===== src/hdl/swfd_pkg.sv =====
// shared types and constants of the sync word frame deframer
package swfd_pkg;

  localparam int BYTE_W = 8;
  localparam int ADDR_W = 48;
  localparam int PHASE_W = 3;
  localparam int CFG_IDX_W = 2;

  // parse phase codes
  localparam logic [PHASE_W-1:0] PH_START1 = 3'd0;
  localparam logic [PHASE_W-1:0] PH_START2 = 3'd1;
  localparam logic [PHASE_W-1:0] PH_START3 = 3'd2;
  localparam logic [PHASE_W-1:0] PH_ADDR = 3'd3;
  localparam logic [PHASE_W-1:0] PH_LEN = 3'd4;
  localparam logic [PHASE_W-1:0] PH_PAYLOAD = 3'd5;

  // configuration register indexes
  localparam logic [CFG_IDX_W-1:0] REG_START_ONE = 2'd0;
  localparam logic [CFG_IDX_W-1:0] REG_START_TWO = 2'd1;
  localparam logic [CFG_IDX_W-1:0] REG_START_THREE = 2'd2;

  // register reset values
  localparam logic [BYTE_W-1:0] START_ONE_RST = 8'd251;
  localparam logic [BYTE_W-1:0] START_TWO_RST = 8'd63;
  localparam logic [BYTE_W-1:0] START_THREE_RST = 8'd114;

  typedef struct packed {
    logic [BYTE_W-1:0] one;
    logic [BYTE_W-1:0] two;
    logic [BYTE_W-1:0] three;
  } swfd_sync_t;

  typedef struct packed {
    logic [BYTE_W-1:0] data_byte;
    logic [ADDR_W-1:0] sender_address;
    logic [BYTE_W-1:0] frame_length;
    logic              last_byte;
    logic              empty_frame;
  } swfd_result_t;

endpackage


===== src/hdl/sync_word_frame_deframer.sv =====
// top level of the sync word frame deframer
// Takes one received byte per beat and, while the output is not stalled,
// sustains one byte per clock cycle: each accepted byte sits in an input
// register, the parser updates its phase in a single pass and, for payload
// bytes and empty frames, loads the output register as the byte leaves the
// input register. A stalled output keeps the byte in the input register
// and drops in_tready until the result beat is taken.
// Bytes of the start sequence, the address and a
// nonzero length give no output beat. Each output beat carries the payload
// byte, the six captured address bytes (first received most significant)
// and the length; out_tlast marks the final byte, and a zero length gives
// one beat with data zero, out_tlast high and out_tuser (empty) high.
// The user must set start bytes through the cfg port only while the stream is idle; the block does not enforce this.
module sync_word_frame_deframer #(
  parameter int ADDRESS_BYTES = 6
) (
  input  logic        clk,
  input  logic        rst_n,
  input  logic        in_tvalid,
  output logic        in_tready,
  input  logic [7:0]  in_tdata,   // [7:0] rx_byte
  output logic        out_tvalid,
  input  logic        out_tready,
  output logic [63:0] out_tdata,  // [7:0] data_byte, [55:8] sender_address, [63:56] frame_length
  output logic        out_tlast,
  output logic [0:0]  out_tuser,  // [0] empty_frame
  input  logic        cfg_wen,
  input  logic [1:0]  cfg_index,
  input  logic [7:0]  cfg_wdata
);
  import swfd_pkg::*;

  swfd_sync_t   sync_r;
  logic         s0_valid_r;
  logic [7:0]   s0_byte_r;
  logic         advance;
  logic         can_load;
  logic         res_valid;
  swfd_result_t res;
  swfd_result_t out_res;

  always_ff @(posedge clk) begin
    if (!rst_n) begin
      sync_r.one <= START_ONE_RST;
      sync_r.two <= START_TWO_RST;
      sync_r.three <= START_THREE_RST;
    end else if (cfg_wen) begin
      case (cfg_index)
        REG_START_ONE:   sync_r.one <= cfg_wdata;
        REG_START_TWO:   sync_r.two <= cfg_wdata;
        REG_START_THREE: sync_r.three <= cfg_wdata;
        default: ;
      endcase
    end
  end

  // input register, drains whenever the output side can take a result
  assign advance = s0_valid_r && can_load;
  assign in_tready = !s0_valid_r || advance;

  always_ff @(posedge clk) begin
    if (!rst_n) begin
      s0_valid_r <= 1'b0;
    end else if (in_tready) begin
      s0_valid_r <= in_tvalid;
    end
  end

  always_ff @(posedge clk) begin
    if (in_tvalid && in_tready) begin
      s0_byte_r <= in_tdata;
    end
  end

  swfd_parser #(
    .ADDRESS_BYTES(ADDRESS_BYTES)
  ) u_parser (
    .clk       (clk),
    .rst_n     (rst_n),
    .step      (advance),
    .rx_byte   (s0_byte_r),
    .sync      (sync_r),
    .res_valid (res_valid),
    .res       (res)
  );

  swfd_out_reg u_out_reg (
    .clk        (clk),
    .rst_n      (rst_n),
    .load       (advance),
    .load_valid (res_valid),
    .load_res   (res),
    .can_load   (can_load),
    .out_valid  (out_tvalid),
    .out_ready  (out_tready),
    .out_res    (out_res)
  );

  assign out_tdata = {out_res.frame_length, out_res.sender_address, out_res.data_byte};
  assign out_tlast = out_res.last_byte;
  assign out_tuser = out_res.empty_frame;

  a_empty_is_last: assert property (@(posedge clk) disable iff (!rst_n)
    (out_tvalid && out_tuser[0]) |-> (out_tlast && out_tdata[7:0] == 8'd0))
    else $error("empty frame beat not marked last with zero data");

  a_empty_len_zero: assert property (@(posedge clk) disable iff (!rst_n)
    (out_tvalid && out_tuser[0]) |-> (out_tdata[63:56] == 8'd0))
    else $error("empty frame beat with nonzero length");

  a_held_byte_kept: assert property (@(posedge clk) disable iff (!rst_n)
    (s0_valid_r && out_tvalid && !out_tready) |=> (s0_valid_r && $stable(s0_byte_r)))
    else $error("pending input byte lost during output stall");

endmodule


===== src/hdl/swfd_parser.sv =====
// frame parser: phase state, address capture and payload counting
module swfd_parser #(
  parameter int ADDRESS_BYTES = 6
) (
  input  logic                  clk,
  input  logic                  rst_n,
  input  logic                  step,
  input  logic [7:0]            rx_byte,
  input  swfd_pkg::swfd_sync_t  sync,
  output logic                  res_valid,
  output swfd_pkg::swfd_result_t res
);
  import swfd_pkg::*;

  localparam int CNT_W = (ADDRESS_BYTES > 1) ? $clog2(ADDRESS_BYTES) : 1;
  localparam logic [CNT_W-1:0] CNT_LAST = CNT_W'(ADDRESS_BYTES - 1);

  logic [PHASE_W-1:0] phase_r, phase_nxt;
  logic [CNT_W-1:0]   addr_cnt_r, addr_cnt_nxt;
  logic [ADDR_W-1:0]  addr_r, addr_nxt;
  logic [BYTE_W-1:0]  len_r, len_nxt;
  logic [BYTE_W-1:0]  pay_cnt_r, pay_cnt_nxt;
  logic [BYTE_W-1:0]  pay_inc;
  logic [PHASE_W-1:0] hunt;

  assign hunt = (rx_byte == sync.one) ? PH_START2 : PH_START1;
  assign pay_inc = pay_cnt_r + 8'd1;

  always_comb begin
    phase_nxt = phase_r;
    addr_cnt_nxt = addr_cnt_r;
    addr_nxt = addr_r;
    len_nxt = len_r;
    pay_cnt_nxt = pay_cnt_r;
    res_valid = 1'b0;
    res.data_byte = rx_byte;
    res.sender_address = addr_r;
    res.frame_length = len_r;
    res.last_byte = 1'b0;
    res.empty_frame = 1'b0;
    case (phase_r)
      PH_START2: begin
        phase_nxt = (rx_byte == sync.two) ? PH_START3 : hunt;
      end
      PH_START3: begin
        if (rx_byte == sync.three) begin
          phase_nxt = PH_ADDR;
          addr_cnt_nxt = '0;
          addr_nxt = '0;
        end else begin
          phase_nxt = hunt;
        end
      end
      PH_ADDR: begin
        addr_nxt = {addr_r[ADDR_W-BYTE_W-1:0], rx_byte};
        if (addr_cnt_r == CNT_LAST) begin
          addr_cnt_nxt = '0;
          phase_nxt = PH_LEN;
        end else begin
          addr_cnt_nxt = addr_cnt_r + CNT_W'(1);
        end
      end
      PH_LEN: begin
        len_nxt = rx_byte;
        pay_cnt_nxt = '0;
        res.frame_length = rx_byte;
        if (rx_byte == '0) begin
          // zero length: one empty marker beat
          res_valid = 1'b1;
          res.data_byte = '0;
          res.last_byte = 1'b1;
          res.empty_frame = 1'b1;
          phase_nxt = PH_START1;
        end else begin
          phase_nxt = PH_PAYLOAD;
        end
      end
      PH_PAYLOAD: begin
        res_valid = 1'b1;
        res.last_byte = (pay_inc == len_r);
        pay_cnt_nxt = pay_inc;
        if (pay_inc == len_r) begin
          phase_nxt = PH_START1;
          pay_cnt_nxt = '0;
        end
      end
      default: begin
        phase_nxt = hunt;
      end
    endcase
  end

  always_ff @(posedge clk) begin
    if (!rst_n) begin
      phase_r <= PH_START1;
      addr_cnt_r <= '0;
      addr_r <= '0;
      len_r <= '0;
      pay_cnt_r <= '0;
    end else if (step) begin
      phase_r <= phase_nxt;
      addr_cnt_r <= addr_cnt_nxt;
      addr_r <= addr_nxt;
      len_r <= len_nxt;
      pay_cnt_r <= pay_cnt_nxt;
    end
  end

endmodule


===== src/hdl/swfd_out_reg.sv =====
// result register toward the output stream
module swfd_out_reg (
  input  logic                   clk,
  input  logic                   rst_n,
  input  logic                   load,
  input  logic                   load_valid,
  input  swfd_pkg::swfd_result_t load_res,
  output logic                   can_load,
  output logic                   out_valid,
  input  logic                   out_ready,
  output swfd_pkg::swfd_result_t out_res
);
  import swfd_pkg::*;

  logic         valid_r;
  swfd_result_t res_r;

  assign can_load = !valid_r || out_ready;
  assign out_valid = valid_r;
  assign out_res = res_r;

  always_ff @(posedge clk) begin
    if (!rst_n) begin
      valid_r <= 1'b0;
    end else if (load) begin
      valid_r <= load_valid;
    end else if (out_ready) begin
      valid_r <= 1'b0;
    end
  end

  always_ff @(posedge clk) begin
    if (load && load_valid) begin
      res_r <= load_res;
    end
  end

endmodule

===== config.mk =====
export PLATFORM = sky130hd
export DESIGN_NAME = sync_word_frame_deframer
export DESIGN_NICKNAME = d
export VERILOG_FILES = /design/src/hdl/swfd_pkg.sv /design/src/hdl/sync_word_frame_deframer.sv /design/src/hdl/swfd_parser.sv /design/src/hdl/swfd_out_reg.sv
export SDC_FILE = /design/constraint.sdc
export NUM_CORES = 1
export LEC_CHECK = 0
export ABC_AREA = 1
export BUFFER_PORTS_ARGS = -buffer_cell sky130_fd_sc_hd__buf_4
export CAP_MARGIN = 20
export CORE_MARGIN = 4
export CORE_UTILIZATION = 55
export CTS_BUF_LIST = sky130_fd_sc_hd__clkbuf_8
export CTS_CLUSTER_SIZE = 10
export DETAILED_ROUTE_END_ITERATION = 10
export GPL_TIMING_DRIVEN = 1
export HOLD_SLACK_MARGIN = 0.1
export PLACE_DENSITY = 0.73
export SETUP_SLACK_MARGIN = 0.05
export SYNTH_ARGS = -nofsm -noshare
export SYNTH_HDL_FRONTEND = slang
export SYNTH_HIERARCHICAL = 1
export SYNTH_SLANG_ARGS = --single-unit

===== constraint.sdc =====
create_clock -name clk -period 4.4 [get_ports clk]
set_clock_uncertainty 0.15 [all_clocks]
set_input_delay 0.44 -clock clk [delete_from_list [all_inputs] [get_ports clk]]
set_output_delay 0.44 -clock clk [all_outputs]
set_load 0.1 [all_outputs]

# Word level (Yosys, flattened, before mapping)
# Cells that the tools add are included.
# word_totals
in_bits	23
latch_bits	0
ramBits	0
mem_count	0
out_inout_bits	68
register_bits	170
romBits	0
# op_classes
multipliers	0
eq_ne	15
muxes	23
n_div	0
order_cmp	0
reduce_logical	18
n_shift	0
addsub	2
n_bitwise	0
# op_table
operator	count
one-hot mux 48 bit (2 select lines)	1
two-way mux 48 bit	1
equality test 8 bit	4
two-way mux 8 bit	4
two-way mux 3 bit	7
one-hot mux 8 bit (2 select lines)	1
one-hot mux 3 bit (5 select lines)	1
equality test 3 bit, second input constant	3
adder 8 x 1 -> 8 bit, second input constant	1
zero test 8 bit	1
AND reduction 2 bit	4
equality test 3 x 2 -> 1 bit, second input constant	2
inequality test 2 x 1 -> 1 bit, second input constant	3
one-hot mux 3 bit (2 select lines)	1
AND reduction 3 bit	2
nonzero test 2 bit	3
two-way mux 1 bit	4
one-hot mux 1 bit (2 select lines)	2
adder 3 x 1 -> 3 bit, second input constant	1
equality test 3 x 1 -> 1 bit, second input constant	1
logical AND 1 bit	3
equality test 2 x 1 -> 1 bit, second input constant	1
equality test 2 bit, second input constant	1
zero test 1 bit	2
other kinds (3)	4

# Logic depth before layout (Yosys ltp)
# depth
depth_word	5
depth_mapped	13
depth_no_buf	13

# Cells and area by module
# The synthesis kept the hierarchy.
# by_module_without_submodules
mod	cells_per_inst	n_inst	area_each_um2	seq_area_each_um2
swfd_parser	474	1	3505.9	1401.3
swfd_out_reg	75	1	2037.0	2001.9
sync_word_frame_deframer	140	1	1267.5	740.7

# Worst setup path after synthesis
# No wires, ideal clock.
# synth_path
kind	register -> register
from	register u_out_reg.valid_r, in the netlist u_out_reg/out_valid
to	register u_out_reg.res_r (netlist bit u_out_reg/out_res[0]), enable pin
synth_period_minus_slack_ps	2966
required_ps	3830
setup_time_ps	420
t_arrival_ps	2396
path_slack_ps	1434
stages_incl_launch_ff	6
cell_sequence	dfxtp_1 > nand2_1 > nand2_1 > inv_1 > nand2_1 > inv_1
# synth_between
elab_chain_len	4
# synth_lines
element	line_no	text
start, declared	swfd_out_reg.sv:15	logic valid_r;
start signal, assigned	swfd_out_reg.sv:26	valid_r <= load_valid;
zero test 1 bit	swfd_out_reg.sv:18	assign can_load = !valid_r || out_ready;
logical OR 1 bit	swfd_out_reg.sv:18	
named net can_load	sync_word_frame_deframer.sv:37	logic can_load;
logical AND 1 bit	sync_word_frame_deframer.sv:58	assign advance = s0_valid_r && can_load;
named net advance	sync_word_frame_deframer.sv:36	logic advance;
logical AND 1 bit	swfd_out_reg.sv:33	if (load && load_valid) begin
end signal, assigned	swfd_out_reg.sv:34	res_r <= load_res;
end, declared	swfd_out_reg.sv:16	swfd_result_t res_r;
# The timed path passes the listed nets, and every way through them passes these cells.
# A chain may end at the register's enable or synchronous reset.

# Final worst setup path
# layout_path
from	input out_tready
to	register u_out_reg.res_r (netlist bit u_out_reg/out_res[15]), enable pin
# layout_between
elab_chain_len	3
# layout_lines
element	line_no	text
start, declared	sync_word_frame_deframer.sv:23	input logic out_tready,
logical OR 1 bit	swfd_out_reg.sv:18	
named net can_load	sync_word_frame_deframer.sv:37	
logical AND 1 bit	sync_word_frame_deframer.sv:58	
named net advance	sync_word_frame_deframer.sv:36	
logical AND 1 bit	swfd_out_reg.sv:33	
# The timed path passes the listed nets, and every way through them passes these cells.

==> results.ini <==
[global_routing]
grt_pass1_wl_um = 23000
grt_use_met3 = 0.0427
grt_use_met1 = 0.259
grt_pass1_vias = 4701
antenna_found_initial = 0
grtUsageTotal = 0.200
grt_max_degree = 66
grt-busiest-layer = met2
use_met2 = 0.332
grt_overflow = 0

[place]
placed_cell_area_um2 = 7480
numPortBuffers = 90
hpwlAfterDp_um = 9460
dpl.cell_count = 904
gp_congestion = 0.822

[logic_synthesis]
yosysUniqueCellTypes = 32
ys_ff_latch = 170
synth_nets = 713
synth-edff-count = 74
ys_async_sr_fraction = 0
synthDominantCellAreaShare = 0.326
post_synth.cell_area_avg_um2 = 9.88
netlist_area_um2 = 6810
synth_cells = 689
ys_seq_area_frac = 0.608
yosys_warnings = 6
synth.area.top_cells = edfxtp_1 (33%), dfxtp_1 (28%), nand2_1 (5.6%), a22oi_1 (5.3%), nor2_1 (4.9%)
synth_top_area_cell = edfxtp_1
ys.flop_type = dfxtp_1
synth_commonest_cells = nand2_1 (101), dfxtp_1 (96), nor2_1 (88)
synth.most_common_cell = nand2_1

[timing]
fmax_ghz = 0.338
fin_tns_setup_ns = 0
worstMarginPinSlew_ns = 0.955
period_minus_slack_ns = 2.96
max_slew_margin = 0.362
final_hold_viol_count = 0
rsz0062_at_grt = no
slew_violations = 0
finalSetupViolCount = 0
post-route-period-util = 0.673

[floorplan]
die_h_um = 119
initial_core_util = 0.565
pin_count = 91
die_w_um = 119
coreArea_um2 = 12100
die-area_um2 = 14200
std_cell_rows = 40

[critical_path]
critPathLaunch = out_tready
critPathMaxStageDelay_ns = 0.73
required_ns = 4.39
r2r_slack_ns = 1.48
worstPathCellList = dlygate4sd3_1 > buf_4 > inv_1 > nand2_1 > nand2_1 > inv_1 > nand2_1 > inv_2 > buf_4
critPathSlowestCell = inv_2
crit_path_max_fanout = 45
worstSetupEndpoint = u_out_reg/out_res[15]$_DFFE_PP_
reg2regPathDepth = 8
r2r-start = u_parser/phase_r[0]$_SDFFE_PN0P_
endpoint_kind = register
crit_type = in -> reg
start_kind = primary input
crit_top_cell = nand2_1
rr_endpoint = u_out_reg/out_res[15]$_DFFE_PP_
crit_arrival_ns = 2.95

[finish]
stdcell_count = 951
syn_to_final_growth_pct = 18.2
nets = 794
nFillCells = 943
drive_gt1_frac = 0.199
diodes = 0
fin_area_um2 = 8050
finalCoreUtilization = 0.667

[clock_tree]
cts.sinks = 170
cts_tree = done
cts_made_buffers = 17
insertion_delay_ns = 0.44
post_cts_resized = 0
root_buffer = clkbuf_8
clockBufferDepth = 2
cts_max_level = 4
clk_pin_slew_ns = 0.10

[routing]
ant_nets = 0
drc = 0
via_per_inst = 5.29
wl_per_cell_um = 14.9
firstDrtPassIters = 6
num_vias = 5034
wirelength_um = 14100
drt_iter0_markers = 387

[hold_path]
hold_class = in -> reg

[power_and_ir_drop]
p_total_mw = 2.91
leakagePower_nw = 3.26
power_density_nw_per_um2 = 362
ir_drop_v = 0.000184

[job]
maxCapViolCount = 0

[status]
outcome = completed

## how the worst min path moves through the flow
stage,startpoint,endpoint,depth (start not counted)
floorplan,u_parser/addr_r[40]$_SDFFE_PN0P_,u_out_reg/out_res[50]$_DFFE_PP_,0
global placement,u_parser/addr_r[47]$_SDFFE_PN0P_,u_out_reg/out_res[57]$_DFFE_PP_,0
detailed placement,u_parser/addr_r[47]$_SDFFE_PN0P_,u_out_reg/out_res[57]$_DFFE_PP_,0
CTS,cfg_wdata[4],sync_r[12]$_SDFFE_PN1P_,3
global route,cfg_wdata[3],sync_r[3]$_SDFFE_PN0P_,3
finish,cfg_wdata[4],sync_r[12]$_SDFFE_PN1P_,3
## layout by cell type (no fill, tap or decap), drive strengths merged
cell / netlist / layout
clkinv: 2 / 10
a22oi: 48 / 48
nand4: 20 / 20
inv: 61 / 64
clkbuf: 21 / 18
xnor2: 25 / 25
dfxtp: 96 / 96
xor2: 1 / 1
and2: 1 / 1
a21boi: 1 / 1
nor2: 96 / 96
buf: 25 / 95
o21ai: 22 / 22
nand2: 107 / 107
ha: 1 / 1
nor3: 1 / 1
a21oi: 27 / 27
nand3: 59 / 59
clkinvlp: 0 / 3
dlygate4sd3: 0 / 13
a31oi: 1 / 1
edfxtp: 74 / 74
## power by group
group	internal (mW)	switching, mW	total (mW)
Clock	0.429	0.598	1.03
Combinational	0.0737	0.112	0.186
Sequential	1.66	0.0321	1.70
## logic make-up (layout without fill, tap and decap cells)
family / count (synthesis) / in the layout / share of synthesized area
simple gates: 284 / 284 / 0.196
flops: 170 / 170 / 0.608
buf+inv: 109 / 203 / 0.0691
compound gates: 99 / 99 / 0.0915
xor+xnor: 26 / 26 / 0.0334
fa+ha+maj: 1 / 1 / 0.00184
## cell type report
cell class,count,area [um^2],share of cell area
Clock inverter,14,139,0.0173
Inverter,63,236,0.0294
Tap cell,168,210,0.0261
Multi-Input combinational cell,410,2200,0.273
Sequential cell,170,4140,0.515
Clock buffer,18,248,0.0308
Timing Repair Buffer,108,876,0.109
## flip-flops by register name, indices dropped and copies added, names as in the netlist
name,flops
u_out_reg/out_valid,1
u_parser/addr_r,48
u_parser/addr_cnt_r,3
u_parser/phase_r,3
u_parser/len_r,8
sync_r,24
u_out_reg/out_res,66
s0_valid_r,1
s0_byte_r,8
u_parser/pay_cnt_r,8
## metal layers
layer / part of all wire / wire, um
met4: 0.011 / 154
met2: 0.49 / 6980
met3: 0.053 / 755
met1: 0.44 / 6240
met5: 0 / 0
## worst max-delay path: cells and delay by family
kind | cells | cell delay, ns
buffers and inverters | 6 | 2.17
and+or+nand+nor | 3 | 0.30
## what timing repair did
item	CTS	global route
hold endpoints to repair	13	0
hold buffers	13	0
buffers inserted	0	0
endpoints found under the setup margin	0	0
## metrics by stage
step	hold slack (ns)	setup slack, ns
after detailed placement	0.267	1.51
after CTS	0.106	1.44
after floorplan	0.259	1.43
after global placement	0.273	1.63
after global routing	0.123	1.18
final	0.134	1.44
Note: power is estimated with default switching activity, not from simulation.
